$ cat src/sv/assert_macros.svh
// Assertion helpers shared by the RTL files.
`ifndef ASSERT_MACROS_SVH
`define ASSERT_MACROS_SVH

// The expression holds at every clock edge outside reset.
`define ASSERT_HOLDS(lbl, clk, rst, expr) \
  lbl: assert property (@(posedge clk) disable iff (rst) (expr)) \
    else $error("assertion failed");

// When the first expression holds, the second holds in the next cycle.
`define ASSERT_NEXT(lbl, clk, rst, ante, cons) \
  lbl: assert property (@(posedge clk) disable iff (rst) (ante) |=> (cons)) \
    else $error("assertion failed");

`endif

$ cat src/sv/etva_pkg.sv
package etva_pkg;

  localparam int RING_DEPTH    = 16;
  localparam int FRACTION_BITS = 8;

  localparam int TIME_W      = 32;
  localparam int COUNT_W     = 32;
  localparam int VEL_W       = 40;
  localparam int CFG_INDEX_W = 2;
  localparam int CFG_DATA_W  = 16;
  localparam int LEN_W       = 5;

  localparam int RING_AW = (RING_DEPTH > 1) ? $clog2(RING_DEPTH) : 1;
  localparam int FILL_W  = $clog2(RING_DEPTH + 1);
  localparam int SUM_W   = VEL_W + RING_AW;

  localparam int MS_TO_US  = 1000;
  localparam int TIMEOUT_W = 26;
  localparam int VEL_SCALE = 1000000;
  localparam int SCALE_W   = 20;
  localparam int NUM_W     = COUNT_W + SCALE_W;

  localparam int DIV_RAW_W  = (NUM_W + FRACTION_BITS > SUM_W) ? NUM_W + FRACTION_BITS : SUM_W;
  localparam int DIV_STEPS  = 2;
  localparam int DIV_W      = ((DIV_RAW_W + DIV_STEPS - 1) / DIV_STEPS) * DIV_STEPS;
  localparam int DIVISOR_W  = 32;
  localparam int DIV_CYCLES = DIV_W / DIV_STEPS;
  localparam int DIV_CNT_W  = $clog2(DIV_CYCLES + 1);

  localparam int ZERO_TIMEOUT_RESET   = 50;
  localparam int AVERAGE_LENGTH_RESET = 4;
  localparam int MIN_LENGTH           = 2;

  localparam logic signed [VEL_W-1:0] V_MAX = {1'b0, {(VEL_W-1){1'b1}}};
  localparam logic signed [VEL_W-1:0] V_MIN = {1'b1, {(VEL_W-1){1'b0}}};

  localparam logic [CFG_INDEX_W-1:0] CFG_ZERO_TIMEOUT   = CFG_INDEX_W'(0);
  localparam logic [CFG_INDEX_W-1:0] CFG_AVERAGE_LENGTH = CFG_INDEX_W'(1);

  typedef enum logic [1:0] {
    KIND_TIMEOUT,
    KIND_NO_MOVEMENT,
    KIND_ZERO_INTERVAL,
    KIND_ESTIMATE
  } step_kind_t;

  typedef struct packed {
    logic busy;
    logic done;
  } div_status_t;

  function automatic logic [FILL_W-1:0] clamp_length(input logic [LEN_W-1:0] value);
    logic [31:0] wide;
    wide = 32'(value);
    if (wide < 32'(MIN_LENGTH)) begin
      wide = 32'(MIN_LENGTH);
    end else if (wide > 32'(RING_DEPTH)) begin
      wide = 32'(RING_DEPTH);
    end
    return wide[FILL_W-1:0];
  endfunction

endpackage

$ cat src/sv/edge_time_velocity_averager.sv
// Channel  Direction  Handshake              Payload
// in       sink       in_valid / in_stall    time_us, position_count
// out      source     out_valid / out_stall  velocity, step_kind
// cfg      sink       cfg_valid / cfg_ready  cfg_index, cfg_data
//
// A timeout, no-movement or zero-interval request goes straight to S_EMIT, which raises out_valid
// once the output register is free. A new estimate passes S_MUL, the shared divider, S_SAT,
// the ring sum, the divider again for the mean and S_EMIT; the divider takes two quotient
// bits per cycle and the sum one ring read per cycle.
// Reset is synchronous; the ring is tracked by a fill count, so no clearing pass is needed.
// A result waits in the output register under out_stall while the next request is accepted;
// a configuration write stalls a request offered in the same cycle.
`include "assert_macros.svh"

module edge_time_velocity_averager import etva_pkg::*; (
  input  logic                          clk,
  input  logic                          rst,
  input  logic                          in_valid,
  output logic                          in_stall,
  input  logic [TIME_W-1:0]             time_us,
  input  logic signed [COUNT_W-1:0]     position_count,
  output logic                          out_valid,
  input  logic                          out_stall,
  output logic signed [VEL_W-1:0]       velocity,
  output logic [1:0]                    step_kind,
  input  logic                          cfg_valid,
  output logic                          cfg_ready,
  input  logic [CFG_INDEX_W-1:0]        cfg_index,
  input  logic [CFG_DATA_W-1:0]         cfg_data
);

  typedef enum logic [3:0] {
    S_IDLE,
    S_MUL,
    S_VSTART,
    S_VWAIT,
    S_SAT,
    S_SUM,
    S_MSTART,
    S_MWAIT,
    S_EMIT
  } state_t;

  state_t                    state;
  logic [TIMEOUT_W-1:0]      timeout_us;
  logic [FILL_W-1:0]         eff_len;
  logic [TIME_W-1:0]         ref_time;
  logic [COUNT_W-1:0]        ref_count;
  logic signed [VEL_W-1:0]   held;
  logic [RING_AW-1:0]        wr_idx;
  logic [FILL_W-1:0]         fill;
  logic                      work_neg;
  logic [COUNT_W-1:0]        work_dmag;
  logic [TIME_W-1:0]         work_dt;
  logic [NUM_W-1:0]          num;
  logic [DIV_W:0]            qr;
  logic signed [SUM_W-1:0]   sum;
  logic [FILL_W-1:0]         rd_ptr;
  logic                      rd_pend;
  logic                      mean_neg;
  logic signed [VEL_W-1:0]   res_vel;
  step_kind_t                res_kind;

  logic [TIME_W-1:0]         elapsed;
  logic [COUNT_W-1:0]        delta;
  logic                      timed_out;
  logic                      in_accept;
  logic                      cfg_write;
  logic [FILL_W-1:0]         idx_inc;
  logic [RING_AW-1:0]        wr_idx_next;
  logic [FILL_W-1:0]         fill_next;
  logic                      push;
  logic signed [VEL_W-1:0]   sat_sample;
  logic [VEL_W-1:0]          ram_wdata;
  logic [VEL_W-1:0]          ram_rdata;
  logic [SUM_W-1:0]          mean_mag;
  logic                      div_start;
  logic [DIV_W-1:0]          div_dividend;
  logic [DIVISOR_W-1:0]      div_divisor;
  div_status_t               div_status;
  logic [DIV_W-1:0]          div_quotient;
  logic [DIVISOR_W-1:0]      div_remainder;
  logic                      div_round;
  logic [VEL_W-1:0]          mean_q;

  assign in_stall  = (state != S_IDLE) || cfg_valid;
  assign cfg_ready = (state == S_IDLE);
  assign in_accept = in_valid && !in_stall;
  assign cfg_write = cfg_valid && cfg_ready;

  always_comb begin
    elapsed   = time_us - ref_time;
    delta     = COUNT_W'(position_count) - ref_count;
    timed_out = elapsed > TIME_W'(timeout_us);

    idx_inc     = FILL_W'(wr_idx) + FILL_W'(1);
    wr_idx_next = (idx_inc == eff_len) ? '0 : idx_inc[RING_AW-1:0];
    fill_next   = (fill < eff_len) ? fill + FILL_W'(1) : fill;

    if (work_neg) begin
      if (qr >= ((DIV_W+1)'(1) << (VEL_W - 1))) begin
        sat_sample = V_MIN;
      end else begin
        sat_sample = -$signed(qr[VEL_W-1:0]);
      end
    end else begin
      if (qr > (DIV_W+1)'(V_MAX)) begin
        sat_sample = V_MAX;
      end else begin
        sat_sample = $signed(qr[VEL_W-1:0]);
      end
    end

    push      = (in_accept && timed_out) || (state == S_SAT);
    ram_wdata = (state == S_SAT) ? sat_sample : '0;

    mean_mag = sum[SUM_W-1] ? SUM_W'(-sum) : SUM_W'(sum);

    div_start = (state == S_VSTART) || (state == S_MSTART);
    if ((state == S_MSTART) || (state == S_MWAIT)) begin
      div_dividend = DIV_W'(mean_mag);
      div_divisor  = DIVISOR_W'(fill);
    end else begin
      div_dividend = DIV_W'(num) << FRACTION_BITS;
      div_divisor  = work_dt;
    end

    div_round = {div_remainder, 1'b0} >= {1'b0, div_divisor};
    mean_q    = div_quotient[VEL_W-1:0] + VEL_W'(div_round);
  end

  etva_ram #(
    .WIDTH(VEL_W),
    .DEPTH(RING_DEPTH)
  ) u_ring (
    .clk  (clk),
    .we   (push),
    .waddr(wr_idx),
    .wdata(ram_wdata),
    .raddr(rd_ptr[RING_AW-1:0]),
    .rdata(ram_rdata)
  );

  etva_divider u_div (
    .clk      (clk),
    .rst      (rst),
    .start    (div_start),
    .dividend (div_dividend),
    .divisor  (div_divisor),
    .status   (div_status),
    .quotient (div_quotient),
    .remainder(div_remainder)
  );

  always_ff @(posedge clk) begin
    if (rst) begin
      state      <= S_IDLE;
      out_valid  <= 1'b0;
      timeout_us <= TIMEOUT_W'(ZERO_TIMEOUT_RESET * MS_TO_US);
      eff_len    <= clamp_length(LEN_W'(AVERAGE_LENGTH_RESET));
      ref_time   <= '0;
      ref_count  <= '0;
      held       <= '0;
      wr_idx     <= '0;
      fill       <= '0;
      rd_ptr     <= '0;
      rd_pend    <= 1'b0;
    end else begin
      if (out_valid && !out_stall && (state != S_EMIT)) begin
        out_valid <= 1'b0;
      end

      if (push) begin
        wr_idx <= wr_idx_next;
        fill   <= fill_next;
      end

      case (state)
        S_IDLE: begin
          if (in_accept) begin
            if (timed_out) begin
              held      <= '0;
              ref_time  <= time_us;
              ref_count <= COUNT_W'(position_count);
              res_vel   <= '0;
              res_kind  <= KIND_TIMEOUT;
              state     <= S_EMIT;
            end else if (delta == '0) begin
              res_vel  <= held;
              res_kind <= KIND_NO_MOVEMENT;
              state    <= S_EMIT;
            end else if (elapsed == '0) begin
              res_vel  <= held;
              res_kind <= KIND_ZERO_INTERVAL;
              state    <= S_EMIT;
            end else begin
              work_neg  <= delta[COUNT_W-1];
              work_dmag <= delta[COUNT_W-1] ? -delta : delta;
              work_dt   <= elapsed;
              ref_time  <= time_us;
              ref_count <= COUNT_W'(position_count);
              state     <= S_MUL;
            end
          end
        end
        S_MUL: begin
          num   <= NUM_W'(work_dmag) * NUM_W'(VEL_SCALE);
          state <= S_VSTART;
        end
        S_VSTART: begin
          state <= S_VWAIT;
        end
        S_VWAIT: begin
          if (div_status.done) begin
            qr    <= (DIV_W+1)'(div_quotient) + (DIV_W+1)'(div_round);
            state <= S_SAT;
          end
        end
        S_SAT: begin
          sum     <= '0;
          rd_ptr  <= '0;
          rd_pend <= 1'b0;
          state   <= S_SUM;
        end
        S_SUM: begin
          if (rd_ptr < fill) begin
            rd_ptr <= rd_ptr + FILL_W'(1);
          end
          rd_pend <= (rd_ptr < fill);
          if (rd_pend) begin
            sum <= sum + SUM_W'($signed(ram_rdata));
          end
          if ((rd_ptr == fill) && !rd_pend) begin
            mean_neg <= sum[SUM_W-1];
            state    <= S_MSTART;
          end
        end
        S_MSTART: begin
          state <= S_MWAIT;
        end
        S_MWAIT: begin
          if (div_status.done) begin
            held     <= mean_neg ? -$signed(mean_q) : $signed(mean_q);
            res_vel  <= mean_neg ? -$signed(mean_q) : $signed(mean_q);
            res_kind <= KIND_ESTIMATE;
            state    <= S_EMIT;
          end
        end
        S_EMIT: begin
          if (!out_valid || !out_stall) begin
            out_valid <= 1'b1;
            velocity  <= res_vel;
            step_kind <= res_kind;
            state     <= S_IDLE;
          end
        end
        default: begin
          state <= S_IDLE;
        end
      endcase

      if (cfg_write) begin
        case (cfg_index)
          CFG_ZERO_TIMEOUT: begin
            timeout_us <= TIMEOUT_W'(cfg_data) * TIMEOUT_W'(MS_TO_US);
          end
          CFG_AVERAGE_LENGTH: begin
            eff_len <= clamp_length(cfg_data[LEN_W-1:0]);
            wr_idx  <= '0;
            fill    <= '0;
          end
          default: begin
          end
        endcase
      end
    end
  end

  `ASSERT_HOLDS(a_fill_bound, clk, rst, (fill <= eff_len) && (FILL_W'(wr_idx) < eff_len))
  `ASSERT_NEXT(a_busy_after_accept, clk, rst, in_valid && !in_stall, in_stall)
  `ASSERT_NEXT(a_out_hold, clk, rst, out_valid && out_stall, out_valid && $stable(velocity) && $stable(step_kind))

endmodule

$ cat src/sv/etva_ram.sv
module etva_ram #(
  parameter int WIDTH = 40,
  parameter int DEPTH = 16,
  localparam int AW = (DEPTH > 1) ? $clog2(DEPTH) : 1
) (
  input  logic                     clk,
  input  logic                     we,
  input  logic [AW-1:0]            waddr,
  input  logic [WIDTH-1:0]         wdata,
  input  logic [AW-1:0]            raddr,
  output logic [WIDTH-1:0]         rdata
);

  logic [WIDTH-1:0] mem [DEPTH];

  always_ff @(posedge clk) begin
    if (we) begin
      mem[waddr] <= wdata;
    end
    rdata <= mem[raddr];
  end

endmodule

$ cat src/sv/etva_divider.sv
`include "assert_macros.svh"

module etva_divider import etva_pkg::*; (
  input  logic                 clk,
  input  logic                 rst,
  input  logic                 start,
  input  logic [DIV_W-1:0]     dividend,
  input  logic [DIVISOR_W-1:0] divisor,
  output div_status_t          status,
  output logic [DIV_W-1:0]     quotient,
  output logic [DIVISOR_W-1:0] remainder
);

  logic [DIV_W-1:0]     dq;
  logic [DIV_W-1:0]     dq_next;
  logic [DIVISOR_W-1:0] rem;
  logic [DIVISOR_W-1:0] rem_next;
  logic [DIVISOR_W-1:0] divisor_q;
  logic [DIV_CNT_W-1:0] cnt;

  always_comb begin
    logic [DIVISOR_W:0]   r_sh;
    logic [DIVISOR_W-1:0] r;
    logic [DIV_W-1:0]     d;
    logic                 qbit;
    r = rem;
    d = dq;
    for (int i = 0; i < DIV_STEPS; i++) begin
      r_sh = {r, d[DIV_W-1]};
      if (r_sh >= {1'b0, divisor_q}) begin
        r_sh = r_sh - {1'b0, divisor_q};
        qbit = 1'b1;
      end else begin
        qbit = 1'b0;
      end
      r = r_sh[DIVISOR_W-1:0];
      d = {d[DIV_W-2:0], qbit};
    end
    rem_next = r;
    dq_next  = d;
  end

  always_ff @(posedge clk) begin
    if (rst) begin
      status <= '0;
      cnt    <= '0;
    end else begin
      if (start) begin
        dq          <= dividend;
        rem         <= '0;
        divisor_q   <= divisor;
        cnt         <= DIV_CNT_W'(DIV_CYCLES);
        status.busy <= 1'b1;
        status.done <= 1'b0;
      end else if (status.busy) begin
        dq          <= dq_next;
        rem         <= rem_next;
        cnt         <= cnt - 1'b1;
        status.busy <= (cnt != DIV_CNT_W'(1));
        status.done <= (cnt == DIV_CNT_W'(1));
      end else begin
        status.done <= 1'b0;
      end
    end
  end

  assign quotient  = dq;
  assign remainder = rem;

  `ASSERT_HOLDS(a_start_when_free, clk, rst, !(start && status.busy))
  `ASSERT_NEXT(a_done_single, clk, rst, status.done, !status.done)
  `ASSERT_HOLDS(a_idle_count, clk, rst, status.busy || (cnt == '0))

endmodule

$ cat config.mk
export PLATFORM = sky130hd
export DESIGN_NAME = edge_time_velocity_averager
export DESIGN_NICKNAME = d
export VERILOG_FILES = /design/src/sv/etva_pkg.sv /design/src/sv/edge_time_velocity_averager.sv /design/src/sv/etva_ram.sv /design/src/sv/etva_divider.sv
export VERILOG_INCLUDE_DIRS = /design/src /design/src/sv
export SDC_FILE = /design/constraint.sdc
export NUM_CORES = 2
export LEC_CHECK = 0
export BUFFER_PORTS_ARGS = -buffer_cell sky130_fd_sc_hd__buf_2
export CAP_MARGIN = 10
export CELL_PAD_IN_SITES_DETAIL_PLACEMENT = 0
export CELL_PAD_IN_SITES_GLOBAL_PLACEMENT = 1
export CORE_MARGIN = 1.5
export CORE_UTILIZATION = 57
export CTS_CLUSTER_SIZE = 12
export DETAILED_ROUTE_END_ITERATION = 10
export GPL_ROUTABILITY_DRIVEN = 0
export GPL_TIMING_DRIVEN = 0
export PLACE_DENSITY_LB_ADDON = 0.1
export SLEW_MARGIN = 30
export SYNTH_ARGS = -nofsm -noshare
export SYNTH_HDL_FRONTEND = slang
export SYNTH_SLANG_ARGS = --single-unit
$ cat constraint.sdc
create_clock -name clk -period 22.8 [get_ports clk]
set_input_delay 1.14 -clock clk [delete_from_list [all_inputs] [get_ports clk]]
set_output_delay 1.14 -clock clk [all_outputs]
set_load 0.02 [all_outputs]
Yosys cells after proc, flatten, opt, wreduce, memory -nomap -nowiden
Memory sizes are Yosys's and may differ from the RTL's. A register that Yosys moved wholly into a read port is not among the register bits.
Index checks and enable logic that the tools add are counted.
{ "word_totals": {"register_bits": 584, "ramBits": 640, "in_bits": 87, "output_inout_bits": 45, "wordCells": 199, "memories": 1} }
{ "mem_list": {"columns": ["memory", "depth", "width", "read_ports", "rd_ports_with_merged_regs", "wr", "line", "source"], "rows": [
  ["u_ring.mem", 16, 40, 1, 1, 1, "etva_ram.sv:14", "logic [WIDTH-1:0] mem [DEPTH];"]
]} }
{ "op_classes": {"add_sub_neg": 15, "n_mul": 2, "n_lt_le_gt_ge": 10, "eq_ne": 25, "muxes": 71, "n_bitwise": 5, "n_reduce_logical": 40} }
{ "op_table": {"columns": ["operator", "count"], "rows": [
  ["2-to-1 mux 40 bit", 12],
  ["2-to-1 mux 32 bit", 10],
  ["2-to-1 mux 60 bit", 3],
  ["one-hot mux 40 bit (2 select lines)", 2],
  ["subtractor 32 bit", 4],
  [">= comparator 33 x 32 -> 1 bit", 3],
  ["2-to-1 mux 44 bit", 2],
  ["one-hot mux 44 bit (2 select lines)", 1],
  ["negation 40 bit", 2],
  ["logical NOT 32 bit", 2],
  ["adder 60 x 1 -> 61 bit", 1],
  [">= comparator 61 x 40 -> 1 bit, second input constant", 1],
  ["> comparator 61 x 39 -> 1 bit, second input constant", 1],
  ["2-to-1 mux 4 bit", 12],
  ["multiplier 32 x 14 -> 46 bit, second input constant", 1],
  ["2-to-1 mux 5 bit", 9],
  ["adder 44 x 40 -> 44 bit", 1],
  ["negation 44 bit", 1],
  ["adder 40 x 1 -> 40 bit", 1],
  ["one-hot mux 4 bit (9 select lines)", 1],
  ["> comparator 32 x 26 -> 1 bit", 1],
  ["negation 32 bit", 1],
  ["2-to-1 mux 31 bit", 1],
  ["multiplier 16 x 7 -> 23 bit, second input constant", 1],
  ["other kinds (38)", 94]
]} }

Depth between registers and ports, before layout
{ "logic_depth": {"word_depth": 9, "mapped_depth": 31, "ltp_nobuf": 28} }

Hierarchy
A second synthesis with hierarchy kept.
{ "unflattened": {"hier_cells": 5986, "hier_area_um2": 72704.7} }
{ "modules_own_cells": {"columns": ["module", "instances", "cells_per_inst", "area_per_inst_um2"], "rows": [
  ["edge_time_velocity_averager", 1, 4094, 38448.1],
  ["etva_ram", 1, 1040, 25131.6],
  ["etva_divider", 1, 852, 9125.0]
]} }

Least setup slack after synthesis
No wires, ideal clock.
{ "synth_path": {"path_kind": "input-to-reg", "startpoint": "input port time_us[0]", "endpoint": "memory u_ring.mem[3][0] (enable)", "setup_ps": 552, "t_arrival_ps": 8871, "slack_ps": 13377, "stages": 20, "path_cell_list": "inv_1 > ha_1 > fa_1 > nor2b_1 > o31a_1 > o311ai_2 > nand3_1 > o211ai_2 > o311ai_0 > ha_1 > nand4_1 > nor3_1 > o2111ai_1 > o211ai_1 > a21oi_1 > or4b_1 > o21ai_1 > and2_1 > clkbuf_1 > nor4b_1"} }
{ "synth_between": {"elab_chain_len": 6} }
{ "synth_lines": {"columns": ["item", "line", "source"], "rows": [
  ["from (decl)", "edge_time_velocity_averager.sv:20", "input logic [TIME_W-1:0] time_us,"],
  ["subtractor 32 bit", "edge_time_velocity_averager.sv:92", "elapsed = time_us - ref_time;"],
  ["net elapsed[22]", "edge_time_velocity_averager.sv:64", "logic [TIME_W-1:0] elapsed;"],
  ["> comparator 32 x 26 -> 1 bit", "edge_time_velocity_averager.sv:94", "timed_out = elapsed > TIME_W'(timeout_us);"],
  ["logical AND 1 bit", "edge_time_velocity_averager.sv:114", "push = (in_accept && timed_out) || (state == S_SAT);"],
  ["logical OR 1 bit", "edge_time_velocity_averager.sv:114", null],
  ["2-to-1 mux 1 bit", "etva_ram.sv:17", "if (we) begin"],
  ["2-to-1 mux 1 bit (implied by the code)", "etva_ram.sv:18", "mem[waddr] <= wdata;"],
  ["to (decl)", "etva_ram.sv:14", null]
]} }
The timed path passes the listed nets, and every way through them passes these cells.

Worst setup path after layout
{ "layout_path": {"startpoint": "register u_div.rem[0], in the netlist u_div.remainder[0]", "endpoint": "register u_div.rem[26], in the netlist u_div.remainder[26], data pin"} }
{ "layout_between": {"elab_chain_len": 5} }
{ "layout_lines": {"columns": ["item", "line", "source"], "rows": [
  ["from (decl)", "etva_divider.sv:16", "logic [DIVISOR_W-1:0] rem;"],
  ["from (signal assigned)", "etva_divider.sv:57", "rem <= rem_next;"],
  ["subtractor 32 bit / >= comparator 33 x 32 -> 1 bit (equally long branches)", "etva_divider.sv:31, etva_divider.sv:30", null],
  ["2-to-1 mux 32 bit (*)", "etva_divider.sv:30", "if (r_sh >= {1'b0, divisor_q}) begin"],
  ["subtractor 32 bit / >= comparator 33 x 32 -> 1 bit (equally long branches)", "etva_divider.sv:31, etva_divider.sv:30", null],
  ["2-to-1 mux 32 bit (*)", "etva_divider.sv:30", null],
  ["2-to-1 mux 32 bit (*)", "etva_divider.sv:55", "end else if (status.busy) begin"]
]} }
Every way passes the cells marked *; elsewhere a longest branch is shown, timed or not. The select of a mux whose other input is x is not followed.
A chain may end at the register's enable or synchronous reset.

==> metrics.md <==
| Metric | Value |
|---|---|
| Worst slew pin tran | 1.08 ns |
| Routed Antenna Nets | 0 |
| CTS Buf Count | around 140 |
| Clk_lat worst skew | 0.79 ns |
| Comb power frac | between 10% and 20% |
| Post_cts resized | 0 |
| Syn_nets | around 6600 |
| Most used DFF post-synth | edfxtp_1 |
| Clock power frac | just over 40% |
| Vias per cell | 6.15 |
| Clock Skew | about 0.050 ns |
| Share of flip-flops with an asynchronous set or reset | 0% |
| Rows | 130 |
| RSZ-0062 raised after global routing | false |
| Post-synth cell types | 97 |
| Worst rel slew slack | between 20% and 30% |
| Initial antenna violation count | 10 |
| Initial drt markers | 5144 |
| Ys Warns | 0 |
| Post-synth top area share | approximately 44% |
| Root buf cell | clkbuf_16 |
| Max incr delay on CP | 0.81 ns |
| H-tree Lvls | 4 |
| Req. time, crit path | 23.29 ns |
| M1 GR Usage | a little over two fifths |
| Post-CTS setup buffer count | 0 |
| Synth Register Bits | 1264 |
| DR pass1 iterations | 5 |
| Met2 Use GR | 51.8% |
| Pins Over Slew Limit | 0 |
| Total number of vias | 49400 |
| Core Region | about 130000 um2 |
| EDFF count, synth | about 1100 |
| Layout cells sized above 1 | 12.4% |
| Cell taking the most area after synthesis | edfxtp_1 |
| Fmax | 0.107 GHz |
| Total power | 5.43 mW |
| Synth Area per Inst | 12.2 um2 |
| Clock buffer depth | 3 |
| All-Layer GR Usage | 31.1% |
| Horiz. Die Dim | 358 um |
| Arr. time, crit path | between 9 and 10 ns |
| Flop pwr share | 46.5% |
| Die ar. | 128000 um2 |
| PD cells | 67.2 nW/um2 |
| Syn Inst Count | 5904 |
| Clock slew seen by the registers of the worst setup and hold paths | 0.06 ns |
| Setup CP Type | flop to flop |
| HPWL after DPL | 148 mm |
| Max cap viols | 0 |
| Residual DRC count | 0 |
| Startpoint types | flop |
| Initial Util | 57.4% |
| Total congestion overflow | 0 |
| Synth area leaders | edfxtp_1 (44%), ha_1 (7.9%), mux4_2 (6.3%) |
| Mapped Area | about 72000 um2 |
| Sequential element share of the synthesized area | between 40% and 50% |
| VDD IR max | ~65 uV |
| Endpoints failing setup | 0 |
| IO Port Bufs | 131 |
| Most used routing layer | met2 |
| Setup TNS | 0 ns |
| Final net count | 7013 |
| CP Capture Type | flop |
| Final Routed Wirelength | 200 mm |
| Status | finished clean |
| Commonest non-fill, non-tap cells in the layout | edfxtp_1 (1065), ha_1 (457), inv_1 (437), nand2_1 (401), nor2_1 (357) |
| P&R area growth vs syn | 12.3% |
| Post-CTS Hold Buffers | 0 |
| Number of global-route vias before repair | between 40000 and 50000 |
| Top Ports | around 130 |
| Clock sinks | around 1300 |
| Chip height | 358 um |
| Avg WL per Cell | 24.8 um |
| Period utilization | 40.9% |
| Met3 usage | 4.01% |
| Min-delay worst type | flop to flop |
| Crit path time final | 9.33 ns |
| Max Fanout on Critical Path | 10 |
| Leak pwr | 29.8 nW |
| Internal power | 4.05 mW |
| Final hold vios | 0 |
| Net Switching | 1.39 mW |
| Switching share of power | 25.5% |
| Most common cell after layout, fill and taps aside | edfxtp_1 |
| Largest net degree at the start of global routing | 35 |
| First-pass GRT wire length | approximately 300 mm |
| CP max stage cell | clkbuf_1 |
| CTS tree | done |
==> cells in the mapped netlist, types with 54 or more instances <==
library cell,n
edfxtp_1,1065
xor2_1,163
inv_1,437
nand3_1,97
a21oi_1,310
nand2_1,401
mux4_2,200
mux2i_1,112
ha_1,457
o21ai_0,251
and3_1,54
or3_1,60
dfxtp_1,199
clkbuf_1,173
xnor2_1,199
nor3_1,99
nand2b_1,175
a21o_1,132
nor2_1,368
nand4_1,55
fa_1,194
==> logic make-up (layout without fill, tap and decap cells) <==
kind of cell    count (synthesis)  after routing  synth area share (%)
other cells                     0              2                     0
mux                           323            323                  7.99
compound gates               1139           1139                  10.3
buf+inv                       649           1135                  3.54
fa+ha+maj                     651            651                  13.3
xor+xnor                      362            362                  4.40
simple gates                 1516           1516                  10.5
flops                        1264           1264                  50.0
==> final timing paths <==
check | start | end | slack [ns] | cells past startpoint
worst max-delay path | u_div.remainder[0] | u_div.remainder[26] | 13.47 | 27
worst min register to register | res_vel[22] | velocity[22] | 0.42 | 0
worst min-delay path | res_vel[22] | velocity[22] | 0.42 | 0
worst max register to register | u_div.remainder[0] | u_div.remainder[26] | 13.47 | 27
==> cell type report <==
| class | instances | area, um2 |
|---|---|---|
| Sequential cell | 1264 | 36000 |
| Inverter | 439 | 1650 |
| Buffer | 210 | 937 |
| Tap cell | 1650 | 2060 |
| Timing Repair Buffer | 231 | 1800 |
| Antenna cell | 2 | 5.00 |
| Multi-Input combinational cell | 3991 | 34000 |
| Fill cell | 9544 | 44500 |
| Clock inverter | 50 | 703 |
| Clock buffer | 205 | 3780 |
==> power groups by stage <==
stage,clock network [mW],registers [mW],logic (mW)
3_3_place_gp,0,2.58,0.663
2_1_floorplan,0,2.57,0.502
3_5_place_dp,0,2.58,0.678
6_report,2.23,2.53,0.680
5_1_grt,2.34,2.53,0.766
4_1_cts,2.25,2.53,0.682
==> metal layers <==
| layer | vias up | wire length, um | part of all wire [%] |
|---|---|---|---|
| met4 | 4 | 8240 | 4.1 |
| met5 | - | 24 | 0.012 |
| met3 | 394 | 12800 | 6.4 |
| li1 | 22600 | - | - |
| met2 | 1937 | 96300 | 48 |
| met1 | 24500 | 82300 | 41 |
==> worst max-delay path, delay by kind of cell, from the launching register on <==
family / cells / cell delay (ns)
compound gates: 14 / 4.08
buf+inv: 4 / 2.69
simple gates: 6 / 0.80
fa+ha+maj: 2 / 0.71
flops: 1 / 0.49
mux: 1 / 0.27
==> flip-flops by register name, summed over array words and instances, names as in the netlist, 5 cells and up <==
register and flops:
num 46, sum 44, ref_time 32, u_ring.rdata 40, velocity 40, work_dmag 32, fill 5, work_dt 32
timeout_us 23, u_ring.mem 640, rd_ptr 5, u_div.remainder 32, held 40, u_div.quotient 60, u_div.cnt 5, res_vel 40
qr 61, eff_len 5, ref_count 32, u_div.divisor_q 32
==> per-stage QoR <==
stage | std cells | setup slack [ns] | hold WS, ns | instance area, um2 | util [%]
after global placement | 7685 | 5.58 | 0.401 | 74700 | 59.6
final | 8042 | 13.47 | 0.417 | 80900 | 64.5
after global routing | 8042 | 13.13 | 0.424 | 80900 | 64.5
after CTS | 8040 | 13.66 | 0.417 | 80800 | 64.5
after floorplan | 5904 | 13.38 | 0.400 | 72000 | -
after detailed placement | 7785 | 13.72 | 0.405 | 76300 | 60.9
Note: power is estimated with default switching activity, not from simulation.
